<file path="config.mk">
export PLATFORM = sky130hd
export DESIGN_NAME = sorted_priority_task_table
export DESIGN_NICKNAME = d
export VERILOG_FILES = /design/src/rtl/core/sptt_pkg.sv /design/src/rtl/core/sorted_priority_task_table.sv /design/src/rtl/core/sptt_ctrl.sv /design/src/rtl/core/sptt_datapath.sv
export SDC_FILE = /design/constraint.sdc
export NUM_CORES = 1
export LEC_CHECK = 0
export BUFFER_PORTS_ARGS = -buffer_cell sky130_fd_sc_hd__buf_2
export CELL_PAD_IN_SITES_DETAIL_PLACEMENT = 0
export CELL_PAD_IN_SITES_GLOBAL_PLACEMENT = 1
export CORE_ASPECT_RATIO = 2
export CORE_MARGIN = 5
export CORE_UTILIZATION = 55
export DETAILED_ROUTE_END_ITERATION = 6
export PLACE_DENSITY_LB_ADDON = 0.08
export SYNTH_ARGS = -nofsm -noshare
export SYNTH_HDL_FRONTEND = slang
export SYNTH_HIERARCHICAL = 1
export SYNTH_SLANG_ARGS = --single-unit
</file>
<file path="constraint.sdc">
create_clock -name clk_i -period 9.52 [get_ports clk_i]
set_input_delay 0.476 -clock clk_i [delete_from_list [all_inputs] [get_ports clk_i]]
set_output_delay 0.476 -clock clk_i [all_outputs]
set_load 0.02 [all_outputs]
</file>
<file path="src/rtl/core/sptt_pkg.sv">
// shared types and constants for the sorted priority task table
// no dependencies; imported by every module of the block
package sptt_pkg;

  localparam int unsigned CAPACITY = 16;
  localparam int unsigned CNT_W    = $clog2(CAPACITY + 1);

  localparam int unsigned MODE_W   = 2;
  localparam int unsigned ID_W     = 16;
  localparam int unsigned PRI_W    = 8;
  localparam int unsigned STATUS_W = 2;
  localparam int unsigned ECNT_W   = 5;

  localparam int unsigned IN_BITS  = MODE_W + ID_W + PRI_W;
  localparam int unsigned IN_W     = ((IN_BITS + 7) / 8) * 8;
  localparam int unsigned OUT_BITS = STATUS_W + PRI_W + ECNT_W;
  localparam int unsigned OUT_W    = ((OUT_BITS + 7) / 8) * 8;

  typedef enum logic [MODE_W-1:0] {
    MODE_INSERT = 2'd0,
    MODE_DELETE = 2'd1,
    MODE_SEARCH = 2'd2
  } mode_e;

  typedef enum logic [STATUS_W-1:0] {
    ST_DONE    = 2'd0,
    ST_FULL    = 2'd1,
    ST_MISSING = 2'd2
  } status_e;

  typedef enum logic [1:0] {
    S_IDLE,
    S_SCAN,
    S_APPLY
  } state_e;

  typedef struct packed {
    logic load;
    logic scan;
    logic apply;
  } cmd_t;

  typedef struct packed {
    logic out_free;
  } stat_t;

endpackage

</file>
<file path="src/rtl/core/sorted_priority_task_table.sv">
// Sorted priority task table: up to 16 tasks held in ascending priority order in a row of
// slot registers. Each request beat inserts (mode 0), deletes the first matching id (mode 1)
// or searches for an id (mode 2), and returns one result beat with status, the priority
// found on a search and the entry count after the request. A request passes the controller
// steps accept, compare across all slots, and shift and update, which registers the result;
// a new request is taken while the previous result still waits, and the update step waits
// only while an untaken result occupies the output register.
// depends on sptt_pkg, sptt_ctrl and sptt_datapath
module sorted_priority_task_table
  import sptt_pkg::*;
(
  input  logic             clk_i,
  input  logic             rst_ni,
  input  logic             s_axis_tvalid,
  output logic             s_axis_tready,
  input  logic [IN_W-1:0]  s_axis_tdata,  // mode[1:0], task_id[17:2], priority_req[25:18]
  output logic             m_axis_tvalid,
  input  logic             m_axis_tready,
  output logic [OUT_W-1:0] m_axis_tdata   // status[1:0], found_priority[9:2], entry_count[14:10]
);

  cmd_t  cmd;
  stat_t stat;

  sptt_ctrl u_ctrl (
    .clk_i         (clk_i),
    .rst_ni        (rst_ni),
    .s_axis_tvalid (s_axis_tvalid),
    .s_axis_tready (s_axis_tready),
    .stat_i        (stat),
    .cmd_o         (cmd)
  );

  sptt_datapath u_datapath (
    .clk_i         (clk_i),
    .rst_ni        (rst_ni),
    .cmd_i         (cmd),
    .stat_o        (stat),
    .s_axis_tdata  (s_axis_tdata),
    .m_axis_tvalid (m_axis_tvalid),
    .m_axis_tready (m_axis_tready),
    .m_axis_tdata  (m_axis_tdata)
  );

endmodule

</file>
<file path="src/rtl/core/sptt_ctrl.sv">
// request sequencer for the sorted priority task table
// depends on sptt_pkg; drives sptt_datapath through cmd_t and reads stat_t
module sptt_ctrl
  import sptt_pkg::*;
(
  input  logic  clk_i,
  input  logic  rst_ni,
  input  logic  s_axis_tvalid,
  output logic  s_axis_tready,
  input  stat_t stat_i,
  output cmd_t  cmd_o
);

  state_e state_q, state_d;

  always_ff @(posedge clk_i or negedge rst_ni) begin
    if (!rst_ni) begin
      state_q <= S_IDLE;
    end else begin
      state_q <= state_d;
    end
  end

  always_comb begin
    state_d       = state_q;
    s_axis_tready = 1'b0;
    cmd_o         = '0;
    unique case (state_q)
      S_IDLE: begin
        s_axis_tready = 1'b1;
        if (s_axis_tvalid) begin
          cmd_o.load = 1'b1;
          state_d    = S_SCAN;
        end
      end
      S_SCAN: begin
        cmd_o.scan = 1'b1;
        state_d    = S_APPLY;
      end
      S_APPLY: begin
        if (stat_i.out_free) begin
          cmd_o.apply = 1'b1;
          state_d     = S_IDLE;
        end
      end
      default: begin
        state_d = S_IDLE;
      end
    endcase
  end

endmodule

</file>
<file path="src/rtl/core/sptt_datapath.sv">
// slot array, compare row and result register of the sorted priority task table
// depends on sptt_pkg; sequenced by sptt_ctrl
module sptt_datapath
  import sptt_pkg::*;
(
  input  logic             clk_i,
  input  logic             rst_ni,
  input  cmd_t             cmd_i,
  output stat_t            stat_o,
  input  logic [IN_W-1:0]  s_axis_tdata,
  output logic             m_axis_tvalid,
  input  logic             m_axis_tready,
  output logic [OUT_W-1:0] m_axis_tdata
);

  logic [MODE_W-1:0]   req_mode_q;
  logic [ID_W-1:0]     req_id_q;
  logic [PRI_W-1:0]    req_pri_q;

  logic [ID_W-1:0]     ids_q  [CAPACITY];
  logic [PRI_W-1:0]    pris_q [CAPACITY];
  logic [CNT_W-1:0]    count_q, count_d;

  logic [CAPACITY-1:0] slot_valid;
  logic [CAPACITY-1:0] id_match;
  logic [CAPACITY-1:0] ins_sel;
  logic [CAPACITY-1:0] del_hot;
  logic [CAPACITY-1:0] ins_therm_q;
  logic [CAPACITY-1:0] del_hot_q;
  logic [CAPACITY-1:0] ins_at;
  logic [CAPACITY-1:0] del_therm;

  logic                full;
  logic                hit;
  logic                do_ins;
  logic                do_del;
  logic [PRI_W-1:0]    hit_pri;
  logic [PRI_W-1:0]    fpri_d;
  status_e             status_d;

  logic                out_valid_q;
  logic [STATUS_W-1:0] out_status_q;
  logic [PRI_W-1:0]    out_fpri_q;
  logic [ECNT_W-1:0]   out_count_q;
  logic [31:0]         count_wide;

  // compare row
  always_comb begin
    for (int i = 0; i < CAPACITY; i++) begin
      slot_valid[i] = count_q > CNT_W'(i);
      id_match[i]   = slot_valid[i] && (ids_q[i] == req_id_q);
      ins_sel[i]    = !slot_valid[i] || (pris_q[i] >= req_pri_q);
    end
    del_hot = id_match & (~id_match + CAPACITY'(1));
  end

  always_ff @(posedge clk_i) begin
    if (cmd_i.load) begin
      req_mode_q <= s_axis_tdata[MODE_W-1:0];
      req_id_q   <= s_axis_tdata[MODE_W +: ID_W];
      req_pri_q  <= s_axis_tdata[MODE_W+ID_W +: PRI_W];
    end
    if (cmd_i.scan) begin
      ins_therm_q <= ins_sel;
      del_hot_q   <= del_hot;
    end
  end

  // update decode
  always_comb begin
    full      = count_q >= CNT_W'(CAPACITY);
    hit       = |del_hot_q;
    del_therm = ~(del_hot_q - CAPACITY'(1));
    ins_at[0] = ins_therm_q[0];
    for (int i = 1; i < CAPACITY; i++) begin
      ins_at[i] = ins_therm_q[i] & ~ins_therm_q[i-1];
    end
    hit_pri = '0;
    for (int i = 0; i < CAPACITY; i++) begin
      hit_pri = hit_pri | (pris_q[i] & {PRI_W{del_hot_q[i]}});
    end
  end

  always_comb begin
    count_d  = count_q;
    status_d = ST_DONE;
    fpri_d   = '0;
    do_ins   = 1'b0;
    do_del   = 1'b0;
    case (req_mode_q)
      MODE_INSERT: begin
        if (full) begin
          status_d = ST_FULL;
        end else begin
          do_ins  = cmd_i.apply;
          count_d = count_q + CNT_W'(1);
        end
      end
      MODE_DELETE: begin
        if (hit) begin
          do_del  = cmd_i.apply;
          count_d = count_q - CNT_W'(1);
        end else begin
          status_d = ST_MISSING;
        end
      end
      MODE_SEARCH: begin
        if (hit) begin
          fpri_d = hit_pri;
        end else begin
          status_d = ST_MISSING;
        end
      end
      default: begin
        status_d = ST_DONE;
      end
    endcase
  end

  // slot row: each slot takes its neighbour on a shift
  for (genvar g = 0; g < CAPACITY; g++) begin : g_slot
    logic [ID_W-1:0]  prev_id, next_id;
    logic [PRI_W-1:0] prev_pri, next_pri;

    if (g == 0) begin : g_head
      assign prev_id  = req_id_q;
      assign prev_pri = req_pri_q;
    end else begin : g_body
      assign prev_id  = ids_q[g-1];
      assign prev_pri = pris_q[g-1];
    end

    if (g == CAPACITY - 1) begin : g_tail
      assign next_id  = ids_q[g];
      assign next_pri = pris_q[g];
    end else begin : g_inner
      assign next_id  = ids_q[g+1];
      assign next_pri = pris_q[g+1];
    end

    always_ff @(posedge clk_i) begin
      if (do_ins && ins_at[g]) begin
        ids_q[g]  <= req_id_q;
        pris_q[g] <= req_pri_q;
      end else if (do_ins && ins_therm_q[g]) begin
        ids_q[g]  <= prev_id;
        pris_q[g] <= prev_pri;
      end else if (do_del && del_therm[g]) begin
        ids_q[g]  <= next_id;
        pris_q[g] <= next_pri;
      end
    end
  end

  assign count_wide = 32'(count_d);

  always_ff @(posedge clk_i or negedge rst_ni) begin
    if (!rst_ni) begin
      count_q     <= '0;
      out_valid_q <= 1'b0;
    end else begin
      if (cmd_i.apply) begin
        count_q     <= count_d;
        out_valid_q <= 1'b1;
      end else if (m_axis_tready) begin
        out_valid_q <= 1'b0;
      end
    end
  end

  always_ff @(posedge clk_i) begin
    if (cmd_i.apply) begin
      out_status_q <= status_d;
      out_fpri_q   <= fpri_d;
      out_count_q  <= count_wide[ECNT_W-1:0];
    end
  end

  assign stat_o.out_free = !out_valid_q || m_axis_tready;
  assign m_axis_tvalid   = out_valid_q;
  assign m_axis_tdata    = {{(OUT_W - OUT_BITS){1'b0}}, out_count_q, out_fpri_q, out_status_q};

endmodule
</file>
==> flow_metrics.py <==
metrics = {
    "clocking": {
        "cts_num_sinks": 465,
        "clk_pin_slew_ns": 0.07,
        "cts_max_level": 2,
        "cts_tree": "yes",
        "max-clock-path-buffers": 3,
        "cts_root_buf": "clkbuf_16",
        "worstSkewPairLatency_ns": 0.60,
        "cts_buffers": 45,
    },
    "pwr": {
        "switching_power_mw": 2.13,
        "clkPwrFrac_pct": 28.7,
        "p_leak_nw": 12.9,
        "internal_power_mw": 4.09,
        "pwr-share-comb_pct": 25.0,
        "power_mw": 6.22,
        "power.density_nw_per_um2": 199,
        "ir_drop_mv": 0.225,
        "pwr-share-seq_pct": 46.3,
        "switching_share_pct": 34.2,
    },
    "placement": {
        "dp_hpwl_um": 77800,
        "io_buffers": 46,
        "gp_congestion": 0.990,
        "placed_cell_area_sq_um": 29800,
    },
    "yosys": {
        "synth_nets": 2903,
        "syn_area_sq_um": 29200,
        "ys_seq_elements": 465,
        "synth.yosys.seq_area_share_pct": 47.8,
        "avgSynthCellArea_sq_um": 10.7,
        "synth_top_cells_by_area": "edfxtp_1, mux2i_1, ha_1",
        "synth_edf_count": 457,
        "async_reset_ff_share_pct": 1.72,
        "synthFlopType": "edfxtp_1",
        "synth_cells": 2728,
        "synth_top_cell_by_area": "edfxtp_1",
        "synth_top_area_share_pct": 47.1,
        "ys_types": 62,
        "yosys_warnings": 6,
    },
    "detailed_routing": {
        "drtIter0Drc": 2091,
        "avgViaCountPerCell": 6.65,
        "dr.pass1.iters": 5,
        "postRouteAntennaNets": 0,
        "drc_errors": 0,
        "vias": 22400,
        "drt-total-wl_um": 108000,
        "wl_per_cell_um": 32.2,
    },
    "setup_path": {
        "crit_cells": 8,
        "critPathBufInv": 1,
        "crit_chain": "inv_1, ha_1, nor3b_2, nand4_1, or3_1, and3_4, nand3_2, nand2_1",
        "cp_slowest_cell": "nand2_1",
        "path_class": "register to register",
        "cp_top_family": "simple AND/OR/NAND/NOR gates",
        "arrival_ns": 4.89,
        "critPathLaunchType": "register",
        "setup.worst_path.end_class": "register",
        "reg2reg_depth": 8,
        "cp.required_ns": 9.73,
        "critPathMaxStageDelay_ns": 1.25,
        "worstPathMaxFanout": 49,
    },
    "min_path": {
        "hp-class": "primary input to register",
        "hold_depth": 1,
    },
    "grt": {
        "grt_first_pass_wirelength_um": 154000,
        "grt_use_met2_pct": 65.1,
        "grt.busiest_layer": "met2",
        "grtUsageMet3_pct": 4.22,
        "grt_overflow": 0,
        "gr-usage-met1_pct": 35.6,
        "first_global_vias": 22200,
        "grt_max_degree": 50,
        "grt_antenna_before_repair": 2,
        "grt_usage_pct": 36.1,
    },
    "layout": {
        "layout.nets": 2847,
        "fin_area_sq_um": 31200,
        "syn2layout_area_growth_pct": 6.92,
        "final_cell_mix": "edfxtp_1, mux2i_1, nor2_1",
        "post_route_cells_drive_above_1_share_pct": 8.55,
        "final_common_cell": "edfxtp_1",
    },
    "sta": {
        "setup_tns_ns": 0,
        "finalCritPeriodShare_pct": 49.2,
        "hold_viol": 0,
        "max_freq_mhz": 213,
        "rsz0062_at_grt": "no",
        "post-route-min-period_ns": 4.69,
        "slew_viol_final": 0,
        "setup_viol": 0,
        "tightest_slew_ns": 1.28,
        "maxSlewHeadroom_pct": 14.1,
        "skew_ns": 0.0142,
    },
    "die": {
        "dieHeight_um": 336,
        "core_area_sq_um": 52600,
        "fp-row-count": 119,
        "start_util_pct": 55.5,
        "dieArea_sq_um": 58000,
        "io_pins": 54,
        "die_w_um": 173,
    },
    "job": {
        "maxCapViolCount": 0,
    },
    "run_status": {
        "status": "completed",
    },
}
-- worst paths after layout --
| path | startpoint | endpoint | slack (ns) |
|---|---|---|---|
| min in group asynchronous | rst_ni | u_datapath/count_q[4]$_DFFE_PN0P_ | 0.28 |
| max | u_datapath/del_hot_q[0]$_DFFE_PP_ | u_datapath/ids_q[0][116]$_DFFE_PP_ | 4.83 |
| max in group asynchronous | rst_ni | u_datapath/m_axis_tvalid$_DFFE_PN0P_ | 9.05 |
| min | s_axis_tdata[3] | u_datapath/g_slot[0].prev_id[1]$_DFFE_PP_ | 0.05 |
| max reg2reg | u_datapath/del_hot_q[0]$_DFFE_PP_ | u_datapath/ids_q[0][116]$_DFFE_PP_ | 4.83 |
| min reg2reg | u_datapath/m_axis_tvalid$_DFFE_PN0P_ | u_datapath/m_axis_tvalid$_DFFE_PN0P_ | 0.56 |
-- worst reg2reg max path, delay by kind of cell (launching register included) --
| kind | cells | cell delay (ns) |
|---|---|---|
| DFF | 1 | 0.74 |
| and+or+nand+nor | 6 | 3.21 |
| buffers and inverters | 1 | 0.10 |
| adders and majority gates | 1 | 0.24 |
-- metal layers --
metal	up-vias	routed length (um)	share of wire [%]
li1	9871	-	-
met1	11000	34400	32
met2	1064	55400	51
met3	462	5610	5.2
met4	0	13000	12
met5	-	0	0
-- sequential cells by signal, indices dropped and copies added, names as in the netlist --
register	flops
u_datapath/g_slot.prev_id	16
u_datapath/out_count_q	5
u_datapath/out_status_q	2
u_datapath/pris_q	128
u_datapath/count_q	5
u_datapath/out_fpri_q	8
u_datapath/ids_q	256
u_datapath/g_slot.prev_pri	8
u_datapath/ins_therm_q	16
u_ctrl/state_q	2
u_datapath/del_hot_q	16
u_datapath/req_mode_q	2
u_datapath/m_axis_tvalid	1
-- synth_stat cells (4+ instances only) --
master      n
a21oi_1   270
nor3_1     17
nor4b_1     4
nand4b_1    5
buf_2      95
nor4_1     50
o21ai_1    20
mux2i_1   300
o21ai_0   142
or4_1       6
buf_1      12
clkbuf_1   92
nor3b_1     5
a211oi_1   10
xnor2_1   101
nand4_1    34
edfxtp_1  457
a22oi_1    40
nor2b_1    21
buf_6       4
buf_4       5
ha_1      139
a22o_1     24
and3_1     16
and2_1      6
nand3_1    30
inv_1      50
nand2_1   165
a221oi_1   27
o211ai_1   16
xor2_1    169
nand2b_1   18
dfrtp_1     8
or3_1       4
mux2_2     49
a21o_1      7
a31oi_1    10
nor2_1    273
-- power groups by stage --
stage | Clock [mW] | Sequential (mW) | Combinational (mW)
final | 1.79 | 2.88 | 1.56
after global routing | 1.89 | 2.88 | 1.66
after CTS | 1.81 | 2.87 | 1.53
after detailed placement | 0 | 2.91 | 1.52
after global placement | 0 | 2.90 | 1.48
after floorplan | 0 | 2.73 | 1.06
-- stage by stage --
stage	std cells	util (%)	setup WS (ns)	hold WS, ns
final	3369	59.3	4.83	0.0540
after global placement	3289	56.6	5.01	0.340
after detailed placement	3289	56.6	4.91	0.348
after floorplan	2728	-	6.07	0.180
after CTS	3367	59.3	4.89	0.0357
after global routing	3368	59.3	4.54	0.0407
-- cells by family (layout without fill, tap and decap cells) --
family / count (synthesis) / in the layout / synth area share [%]
XOR/XNOR: 270 / 270 / 8.11
other: 1 / 3 / 0.0129
buffers and inverters: 258 / 232 / 3.90
adder cells (fa/ha/maj): 139 / 139 / 5.97
multiplexers: 349 / 349 / 12.2
AO/OA/AOI/OAI: 576 / 576 / 11.3
AND/OR/NAND/NOR: 670 / 670 / 10.7
flip-flops: 465 / 465 / 47.8
-- final cells by class --
cell class | instances | area [sq um]
multi-input combinational | 2005 | 14200
antenna | 2 | 5.00
inverter | 50 | 188
tap | 665 | 832
clock inverter | 20 | 189
fill | 4525 | 21400
timing repair buffer | 105 | 676
sequential | 465 | 13900
clock buffer | 57 | 1200
-- timing repair --
| action | CTS | global route |
|---|---|---|
| buffers inserted | 0 | 0 |
| gates resized for setup | 0 | 0 |
| hold buffers | 1 | 0 |
| hold endpoints to repair | 8 | 0 |
| endpoints found under the setup margin | 0 | 0 |
Power figures use the tool's default switching activity.
